`src/terraced_value_noise_height_core_assert.svh`:
```
// Assertion macros shared by the height core.
`ifndef TERRACED_VALUE_NOISE_HEIGHT_CORE_ASSERT_SVH
`define TERRACED_VALUE_NOISE_HEIGHT_CORE_ASSERT_SVH

`ifndef NO_ASSERTIONS
// same-cycle implication, checked on clk, off while rst_n is low
`define TVNH_ASSERT_IMP(name, ante, cons) \
  name: assert property (@(posedge clk) disable iff (!rst_n) (ante) |-> (cons)) \
    else $error("tvnh assertion failed");
// next-cycle implication
`define TVNH_ASSERT_NXT(name, ante, cons) \
  name: assert property (@(posedge clk) disable iff (!rst_n) (ante) |=> (cons)) \
    else $error("tvnh assertion failed");
`else
`define TVNH_ASSERT_IMP(name, ante, cons)
`define TVNH_ASSERT_NXT(name, ante, cons)
`endif

`endif

```
`src/tvnh_pkg.sv`:
```
package tvnh_pkg;

  // octaves and smoothstep fraction width
  localparam int MAX_OCTAVES = 8;
  localparam int FRAC_BITS   = 16;

  // scaled position carries 40 fraction bits (Q16.16 times Q8.24)
  localparam int POS_FRAC = 40;
  localparam int K_W      = $clog2(MAX_OCTAVES + 1);
  localparam int CORNER_W = 16;
  localparam int ACC_W    = CORNER_W + MAX_OCTAVES;

  // reciprocals are floor(2^DIV_N / d); 48 covers ACC_W up to 32
  localparam int DIV_N     = (32 + MAX_OCTAVES > 48) ? 32 + MAX_OCTAVES : 48;
  localparam int DIV_STEPS = DIV_N + 1;
  localparam int R_W       = DIV_N + 1;
  localparam int RLO_W     = (R_W + 1) / 2;
  localparam int RHI_W     = R_W - RLO_W;
  localparam int DIV_D_W   = 16;
  localparam int DIV_CNT_W = $clog2(DIV_STEPS);
  localparam int LVL_W     = 16;
  localparam int QN_W      = 33;

  // pipeline depths
  localparam int LANE_LAT = 9;
  localparam int TREE_LV  = (MAX_OCTAVES > 1) ? $clog2(MAX_OCTAVES) : 0;
  localparam int LEAVES   = 1 << TREE_LV;
  localparam int NORM_LAT = 12 + TREE_LV;
  localparam int CORE_LAT = 1 + LANE_LAT + NORM_LAT;

  // lattice hash
  localparam logic [31:0] HASH_MUL_X    = 32'd374761393;
  localparam logic [31:0] HASH_MUL_Z    = 32'd668265263;
  localparam logic [31:0] HASH_MUL_SEED = 32'd1274126177;
  localparam logic [31:0] HASH_MUL_MIX  = 32'd1103515245;
  localparam logic signed [63:0] LATTICE_LIMIT = 64'sd2000000000;

  localparam int CFG_IDX_W = 3;

  typedef enum logic [CFG_IDX_W-1:0] {
    REG_BASE_HEIGHT    = 3'd0,
    REG_RELIEF_GAIN    = 3'd1,
    REG_BASE_FREQ      = 3'd2,
    REG_OCTAVE_COUNT   = 3'd3,
    REG_NOISE_SEED     = 3'd4,
    REG_TERRACE_LEVELS = 3'd5
  } tvnh_reg_t;

  // request to the reciprocal unit
  typedef struct packed {
    logic               go;
    logic               for_levels;
    logic [DIV_D_W-1:0] divisor;
  } tvnh_div_req_t;

  // settings seen by the back end
  typedef struct packed {
    logic signed [31:0] base;
    logic [31:0]        gain;
    logic               flat;
    logic [K_W-1:0]     k;
    logic [LVL_W-1:0]   levels;
    logic [R_W-1:0]     rec_oct;
    logic [R_W-1:0]     rec_lvl;
  } tvnh_cfg_t;

  function automatic logic [K_W-1:0] k_clamp(input logic [3:0] v);
    logic [K_W-1:0] k;
    k = K_W'(v);
    if (32'(v) > MAX_OCTAVES) k = K_W'(MAX_OCTAVES);
    return k;
  endfunction

  // total amplitude 2^k - 1
  function automatic logic [DIV_D_W-1:0] oct_total(input logic [K_W-1:0] k);
    logic [DIV_D_W:0] t;
    t = (DIV_D_W + 1)'(1) << k;
    t = t - (DIV_D_W + 1)'(1);
    return t[DIV_D_W-1:0];
  endfunction

endpackage

```
`src/tvnh_recip.sv`:
```
module tvnh_recip (
  input  logic                        clk,
  input  logic                        rst_n,
  input  tvnh_pkg::tvnh_div_req_t     req,
  output logic                        busy,
  output logic [tvnh_pkg::R_W-1:0]    rec_oct,
  output logic [tvnh_pkg::R_W-1:0]    rec_lvl
);
  import tvnh_pkg::*;

  typedef enum logic {DV_IDLE, DV_RUN} dv_state_t;

  dv_state_t            state_r;
  logic [DIV_CNT_W-1:0] cnt_r;
  logic [DIV_D_W:0]     rem_r, shifted, rem_nxt;
  logic [DIV_D_W-1:0]   dvsr_r;
  logic [R_W-1:0]       quo_r, quo_nxt;
  logic [R_W-1:0]       rec_oct_r, rec_lvl_r;
  logic                 sel_lvl_r;
  logic                 qbit;

  // restoring long division of 2^DIV_N, one quotient bit a cycle
  always_comb begin
    shifted = {rem_r[DIV_D_W-1:0], (cnt_r == '0)};
    qbit    = (shifted >= {1'b0, dvsr_r});
    rem_nxt = qbit ? shifted - {1'b0, dvsr_r} : shifted;
    quo_nxt = {quo_r[R_W-2:0], qbit};
  end

  always_ff @(posedge clk) begin
    if (!rst_n) begin
      state_r <= DV_IDLE;
    end else begin
      unique case (state_r)
        DV_IDLE: begin
          if (req.go) begin
            state_r   <= DV_RUN;
            cnt_r     <= '0;
            rem_r     <= '0;
            quo_r     <= '0;
            dvsr_r    <= req.divisor;
            sel_lvl_r <= req.for_levels;
          end
        end
        DV_RUN: begin
          rem_r <= rem_nxt;
          quo_r <= quo_nxt;
          cnt_r <= cnt_r + DIV_CNT_W'(1);
          if (cnt_r == DIV_CNT_W'(DIV_N)) begin
            state_r <= DV_IDLE;
            if (sel_lvl_r) begin
              rec_lvl_r <= quo_nxt;
            end else begin
              rec_oct_r <= quo_nxt;
            end
          end
        end
        default: state_r <= DV_IDLE;
      endcase
    end
  end

  assign busy    = (state_r == DV_RUN);
  assign rec_oct = rec_oct_r;
  assign rec_lvl = rec_lvl_r;

endmodule

```
`config.mk`:
```
export PLATFORM = sky130hd
export DESIGN_NAME = tvnh_recip
export DESIGN_NICKNAME = d
export VERILOG_FILES = /design/src/terraced_value_noise_height_core_assert.svh /design/src/tvnh_pkg.sv /design/src/tvnh_recip.sv
export SDC_FILE = /design/constraint.sdc
export NUM_CORES = 1
export LEC_CHECK = 0
export BUFFER_PORTS_ARGS = -buffer_cell sky130_fd_sc_hd__buf_2
export CORE_UTILIZATION = 60
export CTS_CLUSTER_DIAMETER = 50
export DETAILED_ROUTE_END_ITERATION = 12
export PLACE_DENSITY = 0.9
export SYNTH_ARGS = -nofsm -noshare
export SYNTH_HDL_FRONTEND = slang
export SYNTH_SLANG_ARGS = --single-unit
export TNS_END_PERCENT = 20
```
`constraint.sdc`:
```
create_clock -name clk -period 5.2 [get_ports clk]
set_input_delay 0.52 -clock clk [delete_from_list [all_inputs] [get_ports clk]]
set_output_delay 0.52 -clock clk [all_outputs]
set_load 0.05 [all_outputs]
```
==> results of run 1 <==
[worst paths after layout]
kind,start,end,slack (ns),depth (start not counted)
worst max-delay path,cnt_r[0]$_SDFFCE_PN0P_,rem_r[6]$_SDFFCE_PN0P_,2.15,11
worst min-delay path,req[4],dvsr_r[4]$_DFFE_PP_,0.26,1
worst max register to register,cnt_r[0]$_SDFFCE_PN0P_,rem_r[6]$_SDFFCE_PN0P_,2.15,11
worst min register to register,quo_r[41]$_SDFFCE_PN0P_,rec_lvl[42]$_DFFE_PP_,0.47,0
[registers in the layout (all words and copies together) (netlist names)]
name and count:
dvsr_r 16, rec_oct 49, cnt_r 6, sel_lvl_r 1, rem_r 16, quo_r 48
rec_lvl 49, busy 1
[through the flow]
step	std cells	cell area (sq um)	worst slack, ns	hold WS (ns)
finish	727	8530	2.15	0.264
global route	727	8530	1.93	0.243
CTS	727	8530	2.19	0.245
detailed placement	695	7990	2.23	0.454
global placement	695	7990	2.42	0.438
floorplan	446	7250	1.63	0.421
[logic make-up after synthesis]
| group | count (synthesis) | share of synthesized area (%) |
|---|---|---|
| AOI/OAI and AO/OA | 53 | 5.06 |
| xor gates and xnor gates | 15 | 1.81 |
| adders and majority gates | 19 | 3.38 |
| buffers and inverters | 41 | 2.35 |
| DFF | 186 | 76.9 |
| muxes | 9 | 1.26 |
| and+or+nand+nor | 123 | 9.19 |
[per-layer routing]
layer	vias up	share of wire (%)	global-route usage (%)
met4	0	2.1	11.1
li1	1904	-	-
met1	2019	39	29.8
met3	27	7.6	5.72
met5	-	0	0
met2	238	51	39.8
[power groups by stage]
stage               logic, mW  clock network (mW)  registers (mW)
floorplan               0.200                   0            1.78
global placement        0.248                   0            1.78
detailed placement      0.259                   0            1.79
CTS                     0.264                1.20            1.76
global route            0.294                1.26            1.76
finish                  0.266                1.19            1.76
[synthesized netlist by cell type (2+ instances only)]
| master | n | share of area, % |
|---|---|---|
| a211oi_1 | 3 | 0.31 |
| a211oi_2 | 2 | 0.35 |
| a21oi_1 | 17 | 1.2 |
| and2_1 | 49 | 4.2 |
| and3_1 | 6 | 0.52 |
| and4_1 | 2 | 0.24 |
| buf_2 | 3 | 0.21 |
| clkbuf_1 | 8 | 0.41 |
| edfxtp_1 | 185 | 77 |
| ha_1 | 18 | 3.1 |
| inv_1 | 26 | 1.3 |
| mux2i_1 | 8 | 1.1 |
| nand2_1 | 10 | 0.52 |
| nand3_1 | 12 | 0.83 |
| nand4_1 | 5 | 0.43 |
| nor2_1 | 29 | 1.5 |
| nor2b_1 | 3 | 0.26 |
| o2111ai_1 | 2 | 0.24 |
| o21a_1 | 4 | 0.41 |
| o21ai_0 | 9 | 0.62 |
| o21ai_1 | 2 | 0.14 |
| o21bai_1 | 5 | 0.52 |
| xnor2_1 | 12 | 1.5 |
| xor2_1 | 3 | 0.36 |
[worst max-delay path: cells and delay by family, from the launching register on]
family	cells	cell delay, ns
buf+inv	1	0.09
simple gates	4	0.79
fa+ha+maj	2	0.40
flops	1	0.43
compound gates	3	0.81
mux	1	0.25
[final cells by class]
type	count	area share (%)
clock buffers	18	5.03
repair buffers	121	7.19
clock inverters	14	1.35
flip-flops and latches	186	65.3
well taps	143	2.10
inverters	26	1.14
multi-input cells	219	17.8
==> impl_metrics.json, run 1 <==
{
  "path_max_fanout": 21,
  "swShare_pct": 23.9,
  "synthArstFlopShare_pct": 0,
  "overflow": 0,
  "synth_top_flop_cell": "edfxtp_1",
  "clk-insertion-delay-late_ns": 0.43,
  "drive_gt1_share_pct": 27.2,
  "clockRootBuffer": "clkbuf_16",
  "final-hold-violation-count": 0,
  "wl_per_cell_microns": 19.5,
  "leakagePower_nw": 3.23,
  "critPathMaxStageDelay_ns": 0.43,
  "vias": 4188,
  "setup_viol": 0,
  "area_growth_pct": 17.8,
  "synth_area_per_cell_sq_um": 16.2,
  "synth_cells": 446,
  "combPwrFrac_pct": 8.3,
  "p_per_area_nw_per_um2": 377,
  "rsz0062_at_grt": "no",
  "synth.distinct_cells": 47,
  "fin_util_pct": 73.5,
  "outcome": "finished, violations left",
  "clkPwrFrac_pct": 36.9,
  "tightest_slew_ns": 0.974,
  "clock_path_buffers": 2,
  "ir_worst_vdd_v": 0.000194,
  "crit_chain": "inv_1 -> ha_1 -> nand3_1 -> ha_1 -> nor2b_1 -> o2111ai_1 -> a31oi_1 -> o2111ai_4 -> nand2_2 -> mux2i_1 -> nor2_1",
  "power_mw": 3.21,
  "dieWidth_microns": 112,
  "p_int_mw": 2.45,
  "layout_common_cells": "edfxtp_1 (185), buf_2 (118), and2_1 (49), nor2_1 (27), inv_1 (26)",
  "start_util_pct": 62.4,
  "die_h_microns": 112,
  "clock_skew_ns": 0.00851,
  "violations": "design-rule violations",
  "critPathKind": "reg2reg",
  "nFillCells": 661,
  "first_iter_violations": 416,
  "ys_seq_area_share_pct": 76.9,
  "switchingPower_mw": 0.768,
  "grt_use_total_pct": 23.9,
  "numCtsBuffers": 17,
  "clock_sinks": 186,
  "syn_area_sq_um": 7250,
  "critPathLaunchType": "flop",
  "slew_headroom_pct": 35.1,
  "portBuffers": 118,
  "wl_microns": 14200,
  "final_common_cell": "edfxtp_1",
  "drv_cap": 0,
  "grt_max_degree": 71,
  "dr.pass1.iters": 9,
  "gp_routability_congestion": 0.908,
  "final.setup.tns_ns": 0,
  "die-area_sq_um": 12500,
  "core_area_sq_um": 11600,
  "antenna-diode-count": 0,
  "antenna_found_initial": 0,
  "seqPwrFrac_pct": 54.8,
  "num_rows": 39,
  "grt_pass1_wl_microns": 21900,
  "fin_nets": 610,
  "maxSlewViolCount": 0,
  "multi_input_area_sq_um": 1520,
  "arrival_ns": 3.21,
  "grt_pass1_vias": 4078,
  "path_clk_slew_ns": 0.07,
  "route.antenna.remaining_nets": 0,
  "required_ns": 5.35,
  "drc": 18,
  "io_pins": 119,
  "ctsHoldBuffers": 0,
  "post-route-period-util_pct": 58.7,
  "timing.fmax_ghz": 0.327,
  "synth_seq_cells": 186,
  "cp-end-kind": "flop",
  "hpwlAfterDp_microns": 8690,
  "syn-num-nets": 485,
  "synth-edff-count": 185,
  "cts_setup_buffers": 0,
  "htreeDepth": 4,
  "final-seq-area_sq_um": 5580,
  "critPathMostFrequentCell": "ha_1",
  "cpMaxStageDelayCell": "edfxtp_1",
  "period_needed_ns": 3.05,
  "yosys_warnings": 0,
  "cts_tree": "built",
  "avgViaCountPerCell": 5.76,
  "hold_class": "in2reg",
  "ctsResizeCount": 0
}
Note: power is estimated with default switching activity, not from simulation.
==> run 2: changes to the inputs <==
--- a/config.mk
+++ b/config.mk
@@ -6,10 +6,10 @@
 export NUM_CORES = 1
 export LEC_CHECK = 0
 export BUFFER_PORTS_ARGS = -buffer_cell sky130_fd_sc_hd__buf_2
-export CORE_UTILIZATION = 60
+export CORE_UTILIZATION = 50
 export CTS_CLUSTER_DIAMETER = 50
 export DETAILED_ROUTE_END_ITERATION = 12
-export PLACE_DENSITY = 0.9
+export PLACE_DENSITY = 0.81
 export SYNTH_ARGS = -nofsm -noshare
 export SYNTH_HDL_FRONTEND = slang
 export SYNTH_SLANG_ARGS = --single-unit
==> constraint.sdc (replaced) <==
create_clock -name clk -period 2.8 [get_ports clk]
set_input_delay 0.28 -clock clk [delete_from_list [all_inputs] [get_ports clk]]
set_output_delay 0.28 -clock clk [all_outputs]
set_load 0.05 [all_outputs]
==> impl_metrics.json, run 2 (synthesized netlist as in run 1, its figures left out) <==
{
  "fin_nets": 618,
  "p_per_area_nw_per_um2": 691,
  "setup_ws_ns": 0.137,
  "io_pins": 119,
  "wl_microns": 12500,
  "slew_headroom_pct": 44.4,
  "r2r-end": "rem_r[13]$_SDFFCE_PN0P_",
  "tightest_slew_ns": 0.835,
  "gp_routability_congestion": 0.923,
  "layout_common_cells": "edfxtp_1 (185), buf_2 (118), and2_1 (49), nor2_1 (27), inv_1 (26)",
  "grt_pass1_vias": 3959,
  "htreeDepth": 4,
  "die-area_sq_um": 15000,
  "critPathLaunchType": "flop",
  "final-hold-violation-count": 0,
  "arrival_ns": 2.85,
  "dp_slack_ns": 0.0845,
  "timing.fmax_ghz": 0.376,
  "drc": 0,
  "outcome": "completed",
  "avgViaCountPerCell": 5.18,
  "clockRootBuffer": "clkbuf_16",
  "start_util_pct": 51.8,
  "leakagePower_nw": 3.31,
  "grt_pass1_wl_microns": 19400,
  "maxSlewViolCount": 0,
  "crit_path_start": "cnt_r[1]$_SDFFCE_PN0P_",
  "dr.pass1.iters": 6,
  "cpMaxStageDelayCell": "or3b_1",
  "grt_use_total_pct": 17.5,
  "die_h_microns": 122,
  "core_area_sq_um": 14000,
  "area_growth_pct": 20.5,
  "wl_per_cell_microns": 16.2,
  "antenna-diode-count": 0,
  "ff2ff_path_depth": 11,
  "r2r_slack_ns": 0.14,
  "num_rows": 43,
  "final_common_cell": "edfxtp_1",
  "clock_path_buffers": 2,
  "hpwlAfterDp_microns": 8260,
  "routed-wl-met3_microns": 789,
  "path_max_fanout": 4,
  "clk-insertion-delay-late_ns": 0.43,
  "critPathKind": "reg2reg",
  "hold_class": "in2reg",
  "drv_cap": 0,
  "grt_max_degree": 49,
  "vias": 4002,
  "path_clk_slew_ns": 0.07,
  "worst_path_dominant_cell_family": "simple AND/OR/NAND/NOR gates",
  "cts_tree": "built",
  "ir_worst_vdd_v": 0.000437,
  "required_ns": 2.99,
  "numCtsBuffers": 17,
  "top_layer_used": "met4",
  "drive_gt1_share_pct": 28.9,
  "r2r-start": "cnt_r[1]$_SDFFCE_PN0P_",
  "clock_sinks": 186,
  "fin_util_pct": 62.4,
  "route.met2.wl_microns": 5890,
  "portBuffers": 118,
  "critPathMaxStageDelay_ns": 0.42,
  "rsz0062_at_grt": "yes",
  "overflow": 0,
  "critical_path_depth": 11,
  "clock_skew_ns": 0.0124,
  "first_iter_violations": 307,
  "cp-end-kind": "flop",
  "period_needed_ns": 2.66,
  "antenna_found_initial": 0,
  "worst-path-buf-inv": 1,
  "post-route-period-util_pct": 95.1,
  "crit_chain": "inv_1 -> ha_1 -> nand3_1 -> ha_2 -> nor2b_2 -> o2111ai_1 -> and3_4 -> o21ai_1 -> or3b_1 -> and4_1 -> o21a_1",
  "setup_viol": 0,
  "dieWidth_microns": 122,
  "crit_path_end": "rem_r[13]$_SDFFCE_PN0P_",
  "route.antenna.remaining_nets": 0,
  "drt-met1-wl_microns": 5630
}
## run 2: layer usage
layer,track usage [%],vias to the layer above
li1,-,1912
met1,22.7,1911
met2,27.6,160
met3,4.28,19
met4,8.61,0
met5,0,-
## run 2: area by class of cell
cell class	instances	area, sq um
Timing Repair Buffer	129	736
Inverter	26	97.6
Multi-Input combinational cell	219	1550
Clock inverter	15	120
Sequential cell	186	5580
Clock buffer	17	425
Tap cell	180	225
Fill cell	980	5260
## run 2: repair_timing
action	CTS	global route
setup endpoints to repair	0	10
hold buffers	0	0
buffers inserted	0	1
gates resized for setup	0	7
## run 2: how the worst min path moves through the flow
stage	startpoint	to	cells past startpoint
finish	req[8]	dvsr_r[8]$_DFFE_PP_	1
global route	req[2]	dvsr_r[2]$_DFFE_PP_	1
CTS	req[9]	dvsr_r[9]$_DFFE_PP_	1
detailed placement	quo_r[8]$_SDFFCE_PN0P_	rec_lvl[9]$_DFFE_PP_	0
global placement	quo_r[47]$_SDFFCE_PN0P_	rec_lvl[48]$_DFFE_PP_	0
floorplan	req[0]	dvsr_r[0]$_DFFE_PP_	0
## run 2: power breakdown
part           total (mW)  internal [mW]  switching (mW)
Combinational       0.532          0.222           0.310
Sequential           3.26           3.20          0.0656
Clock                2.24           1.23            1.01
Total                6.03           4.65            1.39
## run 2: through the flow
step | total power [mW] | hold slack, ns | cells | TNS, ns | area, sq um
after floorplan | 3.68 | 0.379 | 446 | -104.48 | 7250
after global placement | 3.81 | 0.429 | 739 | 0 | 8150
after detailed placement | 3.83 | 0.452 | 739 | 0 | 8150
after CTS | 6.05 | 0.0128 | 771 | 0 | 8690
after global routing | 6.26 | 0.00534 | 772 | -0.0298 | 8730
final | 6.03 | 0.0291 | 772 | 0 | 8730
